$ cat src/sv/rpn_stack_evaluator_defines.svh
// ----------------------------------------------------------------------------
// rpn stack evaluator assertion macros
// shared property wrappers, clocked on clk and disabled during arst_n
// ----------------------------------------------------------------------------
`ifndef RPN_STACK_EVALUATOR_DEFINES_SVH
`define RPN_STACK_EVALUATOR_DEFINES_SVH

// same-cycle implication
`define RPN_ASSERT_IMPL(lbl, ante, cons, msg) \
	lbl: assert property (@(posedge clk) disable iff (!arst_n) (ante) |-> (cons)) \
		else $error(msg);

// next-cycle implication
`define RPN_ASSERT_NEXT(lbl, ante, cons, msg) \
	lbl: assert property (@(posedge clk) disable iff (!arst_n) (ante) |=> (cons)) \
		else $error(msg);

`endif

$ cat src/sv/rpn_pkg.sv
// ----------------------------------------------------------------------------
// rpn_pkg
// shared types and constants of the rpn stack evaluator
// ----------------------------------------------------------------------------
package rpn_pkg;

	localparam int unsigned STACK_DEPTH_DEF = 64;
	localparam int unsigned VALUE_WIDTH_DEF = 32;

	// character codes
	localparam logic [7:0] CH_ZERO  = 8'd48;
	localparam logic [7:0] CH_NINE  = 8'd57;
	localparam logic [7:0] CH_PLUS  = 8'h2b;
	localparam logic [7:0] CH_MINUS = 8'h2d;
	localparam logic [7:0] CH_STAR  = 8'h2a;
	localparam logic [7:0] CH_SLASH = 8'h2f;

	typedef enum logic [1:0] {
		OP_ADD,
		OP_SUB,
		OP_MUL,
		OP_DIV
	} alu_op_t;

	typedef enum logic [2:0] {
		ST_OK        = 3'd0,
		ST_UNDERFLOW = 3'd1,
		ST_DIVZERO   = 3'd2,
		ST_OVERFLOW  = 3'd3,
		ST_EMPTY     = 3'd4
	} status_t;

	// control from the sequencer to the arithmetic unit
	typedef struct packed {
		logic    start;
		alu_op_t op;
	} alu_req_t;

endpackage

$ cat src/sv/rpn_stack_ram.sv
// ----------------------------------------------------------------------------
// rpn_stack_ram
// operand stack storage, one write and one registered read port
// ----------------------------------------------------------------------------
module rpn_stack_ram #(
	parameter int unsigned DEPTH = rpn_pkg::STACK_DEPTH_DEF,
	parameter int unsigned WIDTH = rpn_pkg::VALUE_WIDTH_DEF,
	localparam int unsigned AW = $clog2(DEPTH)
) (
	input  logic             clk,
	input  logic             wr_en,
	input  logic [AW-1:0]    wr_addr,
	input  logic [WIDTH-1:0] wr_data,
	input  logic             rd_en,
	input  logic [AW-1:0]    rd_addr,
	output logic [WIDTH-1:0] rd_data
);

	logic [WIDTH-1:0] mem_q [DEPTH];
	logic [WIDTH-1:0] rd_data_q;

	always_ff @(posedge clk) begin
		if (wr_en) begin
			mem_q[wr_addr] <= wr_data;
		end
	end

	always_ff @(posedge clk) begin
		if (rd_en) begin
			rd_data_q <= mem_q[rd_addr];
		end
	end

	assign rd_data = rd_data_q;

endmodule

$ cat src/sv/rpn_alu.sv
// ----------------------------------------------------------------------------
// rpn_alu
// shared arithmetic unit: add and subtract registered directly, radix-2
// shift-add multiply and restoring divide, one bit per cycle
// ----------------------------------------------------------------------------
`include "rpn_stack_evaluator_defines.svh"

module rpn_alu #(
	parameter int unsigned WIDTH = rpn_pkg::VALUE_WIDTH_DEF
) (
	input  logic              clk,
	input  logic              arst_n,
	input  rpn_pkg::alu_req_t req,
	input  logic [WIDTH-1:0]  a,
	input  logic [WIDTH-1:0]  b,
	output logic              done,
	output logic [WIDTH-1:0]  result
);

	localparam int unsigned CNTW = $clog2(WIDTH + 1);

	typedef enum logic [1:0] {
		A_IDLE,
		A_RUN,
		A_FIX
	} alu_state_t;

	alu_state_t       state_q;
	rpn_pkg::alu_op_t op_q;
	logic [CNTW-1:0]  cnt_q;
	logic [WIDTH-1:0] acc_q;
	logic [WIDTH-1:0] x_q;
	logic [WIDTH-1:0] y_q;
	logic [WIDTH-1:0] rem_q;
	logic             neg_q;
	logic             done_q;
	logic [WIDTH-1:0] result_q;

	logic [WIDTH-1:0] a_mag;
	logic [WIDTH-1:0] b_mag;
	logic [WIDTH:0]   rem_sh;
	logic [WIDTH:0]   rem_diff;

	assign a_mag    = a[WIDTH-1] ? ({WIDTH{1'b0}} - a) : a;
	assign b_mag    = b[WIDTH-1] ? ({WIDTH{1'b0}} - b) : b;
	assign rem_sh   = {rem_q, x_q[WIDTH-1]};
	assign rem_diff = rem_sh - {1'b0, y_q};

	always_ff @(posedge clk or negedge arst_n) begin
		if (!arst_n) begin
			state_q  <= A_IDLE;
			op_q     <= rpn_pkg::OP_ADD;
			cnt_q    <= '0;
			acc_q    <= '0;
			x_q      <= '0;
			y_q      <= '0;
			rem_q    <= '0;
			neg_q    <= 1'b0;
			done_q   <= 1'b0;
			result_q <= '0;
		end else begin
			// add and subtract finish at once, multiply and divide after the fix-up
			done_q <= ((state_q == A_IDLE) && req.start
				&& ((req.op == rpn_pkg::OP_ADD) || (req.op == rpn_pkg::OP_SUB)))
				|| (state_q == A_FIX);
			unique case (state_q)
				A_IDLE: begin
					if (req.start) begin
						op_q <= req.op;
						unique case (req.op)
							rpn_pkg::OP_ADD: begin
								result_q <= a + b;
							end
							rpn_pkg::OP_SUB: begin
								result_q <= a - b;
							end
							rpn_pkg::OP_MUL: begin
								acc_q   <= '0;
								x_q     <= a;
								y_q     <= b;
								cnt_q   <= CNTW'(WIDTH);
								state_q <= A_RUN;
							end
							rpn_pkg::OP_DIV: begin
								rem_q   <= '0;
								x_q     <= a_mag;
								y_q     <= b_mag;
								neg_q   <= a[WIDTH-1] ^ b[WIDTH-1];
								cnt_q   <= CNTW'(WIDTH);
								state_q <= A_RUN;
							end
							default: ;
						endcase
					end
				end
				A_RUN: begin
					if (op_q == rpn_pkg::OP_MUL) begin
						acc_q <= acc_q + (y_q[0] ? x_q : {WIDTH{1'b0}});
						x_q   <= {x_q[WIDTH-2:0], 1'b0};
						y_q   <= {1'b0, y_q[WIDTH-1:1]};
					end else begin
						// restoring step: quotient bits shift in behind the dividend
						if (!rem_diff[WIDTH]) begin
							rem_q <= rem_diff[WIDTH-1:0];
							x_q   <= {x_q[WIDTH-2:0], 1'b1};
						end else begin
							rem_q <= rem_sh[WIDTH-1:0];
							x_q   <= {x_q[WIDTH-2:0], 1'b0};
						end
					end
					cnt_q <= cnt_q - CNTW'(1);
					if (cnt_q == CNTW'(1)) begin
						state_q <= A_FIX;
					end
				end
				A_FIX: begin
					if (op_q == rpn_pkg::OP_MUL) begin
						result_q <= acc_q;
					end else begin
						result_q <= neg_q ? ({WIDTH{1'b0}} - x_q) : x_q;
					end
					state_q <= A_IDLE;
				end
				default: state_q <= A_IDLE;
			endcase
		end
	end

	assign done   = done_q;
	assign result = result_q;

	`RPN_ASSERT_IMPL(a_alu_start_idle, req.start, state_q == A_IDLE,
		"alu started while busy")
	`RPN_ASSERT_NEXT(a_alu_done_pulse, done_q, !done_q && state_q == A_IDLE,
		"alu done not a single pulse")

endmodule

$ cat src/sv/rpn_stack_evaluator.sv
// ----------------------------------------------------------------------------
// rpn_stack_evaluator
// reverse polish expression evaluator, one character per request
// ----------------------------------------------------------------------------
// usage
//   input channel: ch and end_of_expr with in_valid / in_stall. digits push
//   their value, + - * / pop right then left and push left op right
//   (wrapping, division truncates toward zero), other characters are ignored
//   output channel: value and status with out_valid / out_stall, one request
//   per character marked end_of_expr, after that character is handled
//   steps per request: an ignored character, a digit or an error pass decode
//   and emit, divide by zero adds the read, the other operators the read and
//   the wait on the shared arithmetic unit, longest for multiply and divide by
//   its bit-serial steps; an operator result is on top before ready
//   one request is in work at a time; in_stall is high until it is done
//   a finished result sits in the output register; a new request is still
//   taken while it waits, and only an end character stalls until it leaves
//   reset clears the stack count, the sticky error and the output register;
//   stack storage is not cleared, only written entries are read
// ----------------------------------------------------------------------------
`include "rpn_stack_evaluator_defines.svh"

module rpn_stack_evaluator #(
	parameter int unsigned STACK_DEPTH = rpn_pkg::STACK_DEPTH_DEF,
	parameter int unsigned VALUE_WIDTH = rpn_pkg::VALUE_WIDTH_DEF
) (
	input  logic                          clk,
	input  logic                          arst_n,
	input  logic                          in_valid,
	output logic                          in_stall,
	input  logic [7:0]                    ch,
	input  logic                          end_of_expr,
	output logic                          out_valid,
	input  logic                          out_stall,
	output logic signed [VALUE_WIDTH-1:0] value,
	output logic [2:0]                    status
);

	localparam int unsigned CW = $clog2(STACK_DEPTH + 1);
	localparam int unsigned AW = $clog2(STACK_DEPTH);

	typedef enum logic [2:0] {
		S_IDLE,
		S_DECODE,
		S_READ,
		S_ALU,
		S_EMIT
	} seq_state_t;

	seq_state_t                    state_q;
	logic [7:0]                    ch_q;
	logic                          end_q;
	logic [CW-1:0]                 count_q;
	rpn_pkg::status_t              err_q;
	logic [VALUE_WIDTH-1:0]        tos_q;
	rpn_pkg::alu_op_t              op_q;
	logic                          out_valid_q;
	logic signed [VALUE_WIDTH-1:0] value_q;
	rpn_pkg::status_t              status_q;

	logic                   in_accept;
	logic                   is_digit;
	logic                   is_op;
	rpn_pkg::alu_op_t       ch_op;
	logic [CW-1:0]          cnt_m1;
	logic [CW-1:0]          cnt_m2;
	logic                   stack_full;
	logic                   mem_wr;
	logic                   mem_rd;
	logic [VALUE_WIDTH-1:0] mem_rdata;
	logic [VALUE_WIDTH-1:0] digit_val;
	logic                   div_zero;
	logic                   out_free;
	logic                   emit_now;
	rpn_pkg::alu_req_t      alu_req;
	logic                   alu_done;
	logic [VALUE_WIDTH-1:0] alu_result;

	assign in_stall  = (state_q != S_IDLE);
	assign in_accept = in_valid && !in_stall;

	// character decode on the captured request
	assign is_digit = (ch_q >= rpn_pkg::CH_ZERO) && (ch_q <= rpn_pkg::CH_NINE);

	always_comb begin
		is_op = 1'b1;
		ch_op = rpn_pkg::OP_ADD;
		unique case (ch_q)
			rpn_pkg::CH_PLUS:  ch_op = rpn_pkg::OP_ADD;
			rpn_pkg::CH_MINUS: ch_op = rpn_pkg::OP_SUB;
			rpn_pkg::CH_STAR:  ch_op = rpn_pkg::OP_MUL;
			rpn_pkg::CH_SLASH: ch_op = rpn_pkg::OP_DIV;
			default:           is_op = 1'b0;
		endcase
	end

	assign digit_val  = {{(VALUE_WIDTH - 4){1'b0}}, 4'(ch_q - rpn_pkg::CH_ZERO)};
	assign cnt_m1     = count_q - CW'(1);
	assign cnt_m2     = count_q - CW'(2);
	assign stack_full = (count_q >= CW'(STACK_DEPTH));

	// the top entry lives in tos_q; the memory holds the entries below it
	assign mem_wr = (state_q == S_DECODE) && (err_q == rpn_pkg::ST_OK) && is_digit
		&& !stack_full && (count_q != '0);
	assign mem_rd = (state_q == S_DECODE) && (err_q == rpn_pkg::ST_OK) && is_op
		&& (count_q >= CW'(2));

	assign div_zero      = (op_q == rpn_pkg::OP_DIV) && (tos_q == '0);
	assign alu_req.start = (state_q == S_READ) && !div_zero;
	assign alu_req.op    = op_q;

	// output register free this cycle, either empty or being taken
	assign out_free = !out_valid_q || !out_stall;
	// end request loads the output register this cycle
	assign emit_now = (state_q == S_EMIT) && end_q && out_free;

	rpn_stack_ram #(
		.DEPTH (STACK_DEPTH),
		.WIDTH (VALUE_WIDTH)
	) u_ram (
		.clk     (clk),
		.wr_en   (mem_wr),
		.wr_addr (cnt_m1[AW-1:0]),
		.wr_data (tos_q),
		.rd_en   (mem_rd),
		.rd_addr (cnt_m2[AW-1:0]),
		.rd_data (mem_rdata)
	);

	rpn_alu #(
		.WIDTH (VALUE_WIDTH)
	) u_alu (
		.clk    (clk),
		.arst_n (arst_n),
		.req    (alu_req),
		.a      (mem_rdata),
		.b      (tos_q),
		.done   (alu_done),
		.result (alu_result)
	);

	always_ff @(posedge clk or negedge arst_n) begin
		if (!arst_n) begin
			state_q     <= S_IDLE;
			ch_q        <= '0;
			end_q       <= 1'b0;
			count_q     <= '0;
			err_q       <= rpn_pkg::ST_OK;
			tos_q       <= '0;
			op_q        <= rpn_pkg::OP_ADD;
			out_valid_q <= 1'b0;
			value_q     <= '0;
			status_q    <= rpn_pkg::ST_OK;
		end else begin
			if (emit_now) begin
				out_valid_q <= 1'b1;
			end else if (!out_stall) begin
				out_valid_q <= 1'b0;
			end
			unique case (state_q)
				S_IDLE: begin
					if (in_accept) begin
						ch_q    <= ch;
						end_q   <= end_of_expr;
						state_q <= S_DECODE;
					end
				end
				S_DECODE: begin
					// an operator with two entries goes on to read the left one
					if (mem_rd) begin
						op_q    <= ch_op;
						state_q <= S_READ;
					end else begin
						state_q <= S_EMIT;
					end
					// sticky error: ignore everything until the end request
					if (err_q == rpn_pkg::ST_OK) begin
						if (is_digit) begin
							if (stack_full) begin
								err_q <= rpn_pkg::ST_OVERFLOW;
							end else begin
								tos_q   <= digit_val;
								count_q <= count_q + CW'(1);
							end
						end else if (is_op && (count_q < CW'(2))) begin
							err_q <= rpn_pkg::ST_UNDERFLOW;
						end
					end
				end
				S_READ: begin
					// left operand now out of the memory
					if (div_zero) begin
						err_q   <= rpn_pkg::ST_DIVZERO;
						state_q <= S_EMIT;
					end else begin
						state_q <= S_ALU;
					end
				end
				S_ALU: begin
					if (alu_done) begin
						tos_q   <= alu_result;
						count_q <= cnt_m1;
						state_q <= S_EMIT;
					end
				end
				S_EMIT: begin
					if (!end_q) begin
						state_q <= S_IDLE;
					end else if (out_free) begin
						if (err_q != rpn_pkg::ST_OK) begin
							value_q  <= '0;
							status_q <= err_q;
						end else if (count_q == '0) begin
							value_q  <= '0;
							status_q <= rpn_pkg::ST_EMPTY;
						end else begin
							value_q  <= tos_q;
							status_q <= rpn_pkg::ST_OK;
						end
						count_q <= '0;
						err_q   <= rpn_pkg::ST_OK;
						state_q <= S_IDLE;
					end
				end
				default: state_q <= S_IDLE;
			endcase
		end
	end

	assign out_valid = out_valid_q;
	assign value     = value_q;
	assign status    = status_q;

	`RPN_ASSERT_IMPL(a_count_bound, 1'b1, count_q <= CW'(STACK_DEPTH),
		"stack count beyond depth")
	`RPN_ASSERT_IMPL(a_alu_done_state, alu_done, state_q == S_ALU,
		"alu result arrived outside the wait state")
	`RPN_ASSERT_NEXT(a_accept_decode, in_accept, state_q == S_DECODE,
		"accepted request not decoded next cycle")

endmodule

$ cat config.mk
export PLATFORM = sky130hd
export DESIGN_NAME = rpn_stack_evaluator
export DESIGN_NICKNAME = d
export VERILOG_FILES = /design/src/sv/rpn_pkg.sv /design/src/sv/rpn_stack_ram.sv /design/src/sv/rpn_alu.sv /design/src/sv/rpn_stack_evaluator.sv
export VERILOG_INCLUDE_DIRS = /design/src /design/src/sv
export SDC_FILE = /design/constraint.sdc
export NUM_CORES = 2
export LEC_CHECK = 0
export BUFFER_PORTS_ARGS = -buffer_cell sky130_fd_sc_hd__buf_2
export CORE_MARGIN = 2
export CORE_UTILIZATION = 45
export DETAILED_ROUTE_END_ITERATION = 10
export GPL_TIMING_DRIVEN = 0
export PLACE_DENSITY_LB_ADDON = 0.25
export SETUP_SLACK_MARGIN = 0.5
export SLEW_MARGIN = 10
export SYNTH_ARGS = -nofsm -noshare
export SYNTH_HDL_FRONTEND = slang
export SYNTH_SLANG_ARGS = --single-unit
$ cat constraint.sdc
create_clock -name clk -period 6.2 [get_ports clk]
set_input_delay 0.93 -clock clk [delete_from_list [all_inputs] [get_ports clk]]
set_output_delay 0.93 -clock clk [all_outputs]
set_load 0.02 [all_outputs]
==> impl_metrics.json <==
{
  "synth.distinct_cells": 83,
  "cp.depth": 13,
  "cts_tree": "built",
  "fin_crit_sh_pct": 96.4,
  "synth_edf_count": 2080,
  "antenna_found_initial": 14,
  "nets": 5914,
  "dieArea_um2": 221000,
  "htree_levels": 4,
  "crit_end": "u_ram.mem_q[24][16]",
  "seqPwrFrac_pct": 42.5,
  "path_cells": "clkbuf_1 > buf_2 > buf_2 > clkbuf_2 > inv_1 > ha_1 > nor3b_1 > nand2_1 > nand4b_1 > nor3_1 > nand3_2 > nor2_4 > buf_12",
  "die_h_um": 470,
  "grt_pass1_vias": 54000,
  "cts-hold-fix-buffers": 0,
  "leakagePower_nw": 33.0,
  "root_buffer": "clkbuf_16",
  "p_comb_share_pct": 22.8,
  "wire_per_inst_um": 31.7,
  "syn2layout_area_growth_pct": 16.3,
  "drt_iter0_markers": 7234,
  "setup_tns_ps": 0,
  "cts_buffers": 235,
  "netlist_instances": 5312,
  "drive_gt1_share_pct": 24.3,
  "ys_seq_area_share_pct": 70.7,
  "drt-total-wl_um": 281000,
  "pwr_density_cell_nw_per_um2": 367,
  "cts_sinks": 2343,
  "clk-insertion-delay-late_ps": 920,
  "cpMostUsedCell": "buf_2",
  "cp-start-kind": "flop",
  "first_pass_iters": 7,
  "cts.clk_slew.worst_paths_ps": 60,
  "p_int_mw": 29.1,
  "ios": 50,
  "synth_area_per_cell_um2": 18.4,
  "instances_no_fill": 8857,
  "crit_fanout": 20,
  "status": "finished clean",
  "peakVddDrop_mv": 0.295,
  "syn_area_um2": 97700,
  "p_clk_share_pct": 34.7,
  "place_inst": 8319,
  "grt_pass1_wl_um": 396000,
  "path_buf_inv": 6,
  "r2r_cells": 13,
  "viasPerCell": 6.20,
  "crit_start": "count_q[0]",
  "yosysWarnings": 0,
  "hold_class": "in2async",
  "ys_async_sr_fraction_pct": 11.2,
  "regToRegSetupSlack_ps": 230,
  "cpPeakStageDelay_ps": 720,
  "coreArea_um2": 217000,
  "layout_commonest_cell": "edfxtp_1",
  "maxCapViolations": 0,
  "p_switching_mw": 12.6,
  "setup-violations-final": 0,
  "port_buffers": 49,
  "rsz0062_at_grt": "yes",
  "drcViolationCount": 0,
  "hold_viol_final": 0,
  "crit_slowest_cell": "nor2_4",
  "dr_total_vias": 54900,
  "critPathCaptureType": "flop",
  "yosys_register_bits": 2343,
  "final_cell_mix": "2,080 x edfxtp_1, 660 x mux4_2, 266 x nand2_1",
  "power_switching_share_pct": 30.2,
  "relSlewSlack_pct": 9.99,
  "cp_top_family": "simple AND/OR/NAND/NOR gates",
  "cts_max_path_buffers": 3,
  "ant_nets": 0,
  "dp.final_hpwl_um": 186000,
  "drv_slew": 0,
  "fmax_mhz": 167,
  "tightest_slew_ps": 1350,
  "grt_max_degree": 109,
  "grt_usage_pct": 25.1,
  "critPathKind": "reg2reg",
  "grt_overflow_total": 0,
  "crit_arrival_ps": 6560,
  "chipWidth_um": 470,
  "floorplan.initialDensity_pct": 45.1,
  "fin_skew_ps": 83.3,
  "rows": 171,
  "synth_nets": 5435,
  "r2r_end": "u_ram.mem_q[24][16]",
  "crit_required_ps": 6780,
  "min_period_ps": 5970,
  "postLayoutCoreUtil_pct": 52.5,
  "r2r_start": "count_q[0]",
  "place.gp.congestion": 0.915,
  "synthFlopType": "edfxtp_1"
}
==> layout make-up <==
class / instances / area [um^2]
antenna: 6 / 15.0
buffer: 303 / 1240
clock buffer: 285 / 6190
clock inverter: 158 / 1690
fill: 17000 / 103000
inverter: 77 / 289
multi-input combinational: 2589 / 27800
sequential: 2343 / 69100
tap: 2854 / 3570
timing repair buffer: 242 / 3780
==> how the worst min path moves through the flow <==
stage,slack (ps),start,endpoint,cells past startpoint
after detailed placement,480,status[2],status[2],2
final,70,arst_n,u_alu.acc_q[26],1
after floorplan,450,u_alu.result[0],u_alu.result[0],2
after global placement,460,u_alu.result[8],u_alu.result[8],2
after CTS,30,arst_n,u_alu.acc_q[4],1
after global routing,90,arst_n,u_alu.x_q[7],1
==> cells in the mapped netlist, drive strengths merged (38+ instances only) <==
library cell / instances / area [um^2]
clkbuf: 215 / 807
edfxtp: 2080 / 62500
nand3: 52 / 260
a21oi: 209 / 1050
dfrtp: 263 / 6580
buf: 88 / 380
nand2: 268 / 1010
a21o: 49 / 368
xnor2: 86 / 753
nor3: 38 / 195
o21ai: 227 / 1140
xor2: 106 / 928
inv: 77 / 289
a22o: 68 / 596
ha: 107 / 1340
mux4: 660 / 14900
a211oi: 52 / 395
nor2: 235 / 882
and2: 38 / 238
==> logic make-up after synthesis <==
logic type	share of synthesized area [%]
buf+inv	1.51
xor+xnor	1.72
simple gates	3.78
compound gates	5.19
flops	70.7
fa+ha+maj	1.43
mux	15.7
==> sequential cells by signal, indices dropped and copies added (netlist names), 3 cells and up <==
signal and count:
u_alu.x_q 32, u_alu.cnt_q 6, u_ram.mem_q 2048, u_alu.y_q 32, count_q 7, u_alu.acc_q 32
u_ram.rd_data 32, u_alu.rem_q 32, u_alu.result 32, value 32, ch_q 8, tos_q 32
status 3, state_q 3
==> power groups by stage <==
stage,combinational [mW],sequential [mW],clock (mW)
6_report,9.50,17.7,14.4
3_3_place_gp,8.98,18.2,0
5_1_grt,9.99,17.7,15.3
3_5_place_dp,9.39,18.0,0
4_1_cts,9.47,17.7,14.6
2_1_floorplan,5.90,18.0,0
==> per-stage QoR <==
stage / instance area, um^2 / setup WS, ps / total power [mW] / hold WS (ps)
after floorplan: 97700 / 1260 / 23.9 / 450
after global placement: 102000 / -3330 / 27.1 / 463
after detailed placement: 104000 / -2900 / 27.4 / 475
after CTS: 113000 / 343 / 41.8 / 30.8
after global routing: 114000 / 72.3 / 43.0 / 88.0
final: 114000 / 226 / 41.7 / 66.7
==> layer usage <==
metal	GRT usage [%]	share of wire [%]	vias to the layer above
li1	-	-	22600
met1	35.3	41	29100
met2	38.9	46	2654
met3	4.58	8.3	562
met4	10.6	4.7	2
met5	0	0.0043	-
==> timing repair <==
item                        CTS  global route
setup endpoints to repair  2143          1496
pin swaps                    34            24
buffers inserted             46            43
gates resized for setup      40            14
Power figures use the tool's default switching activity.
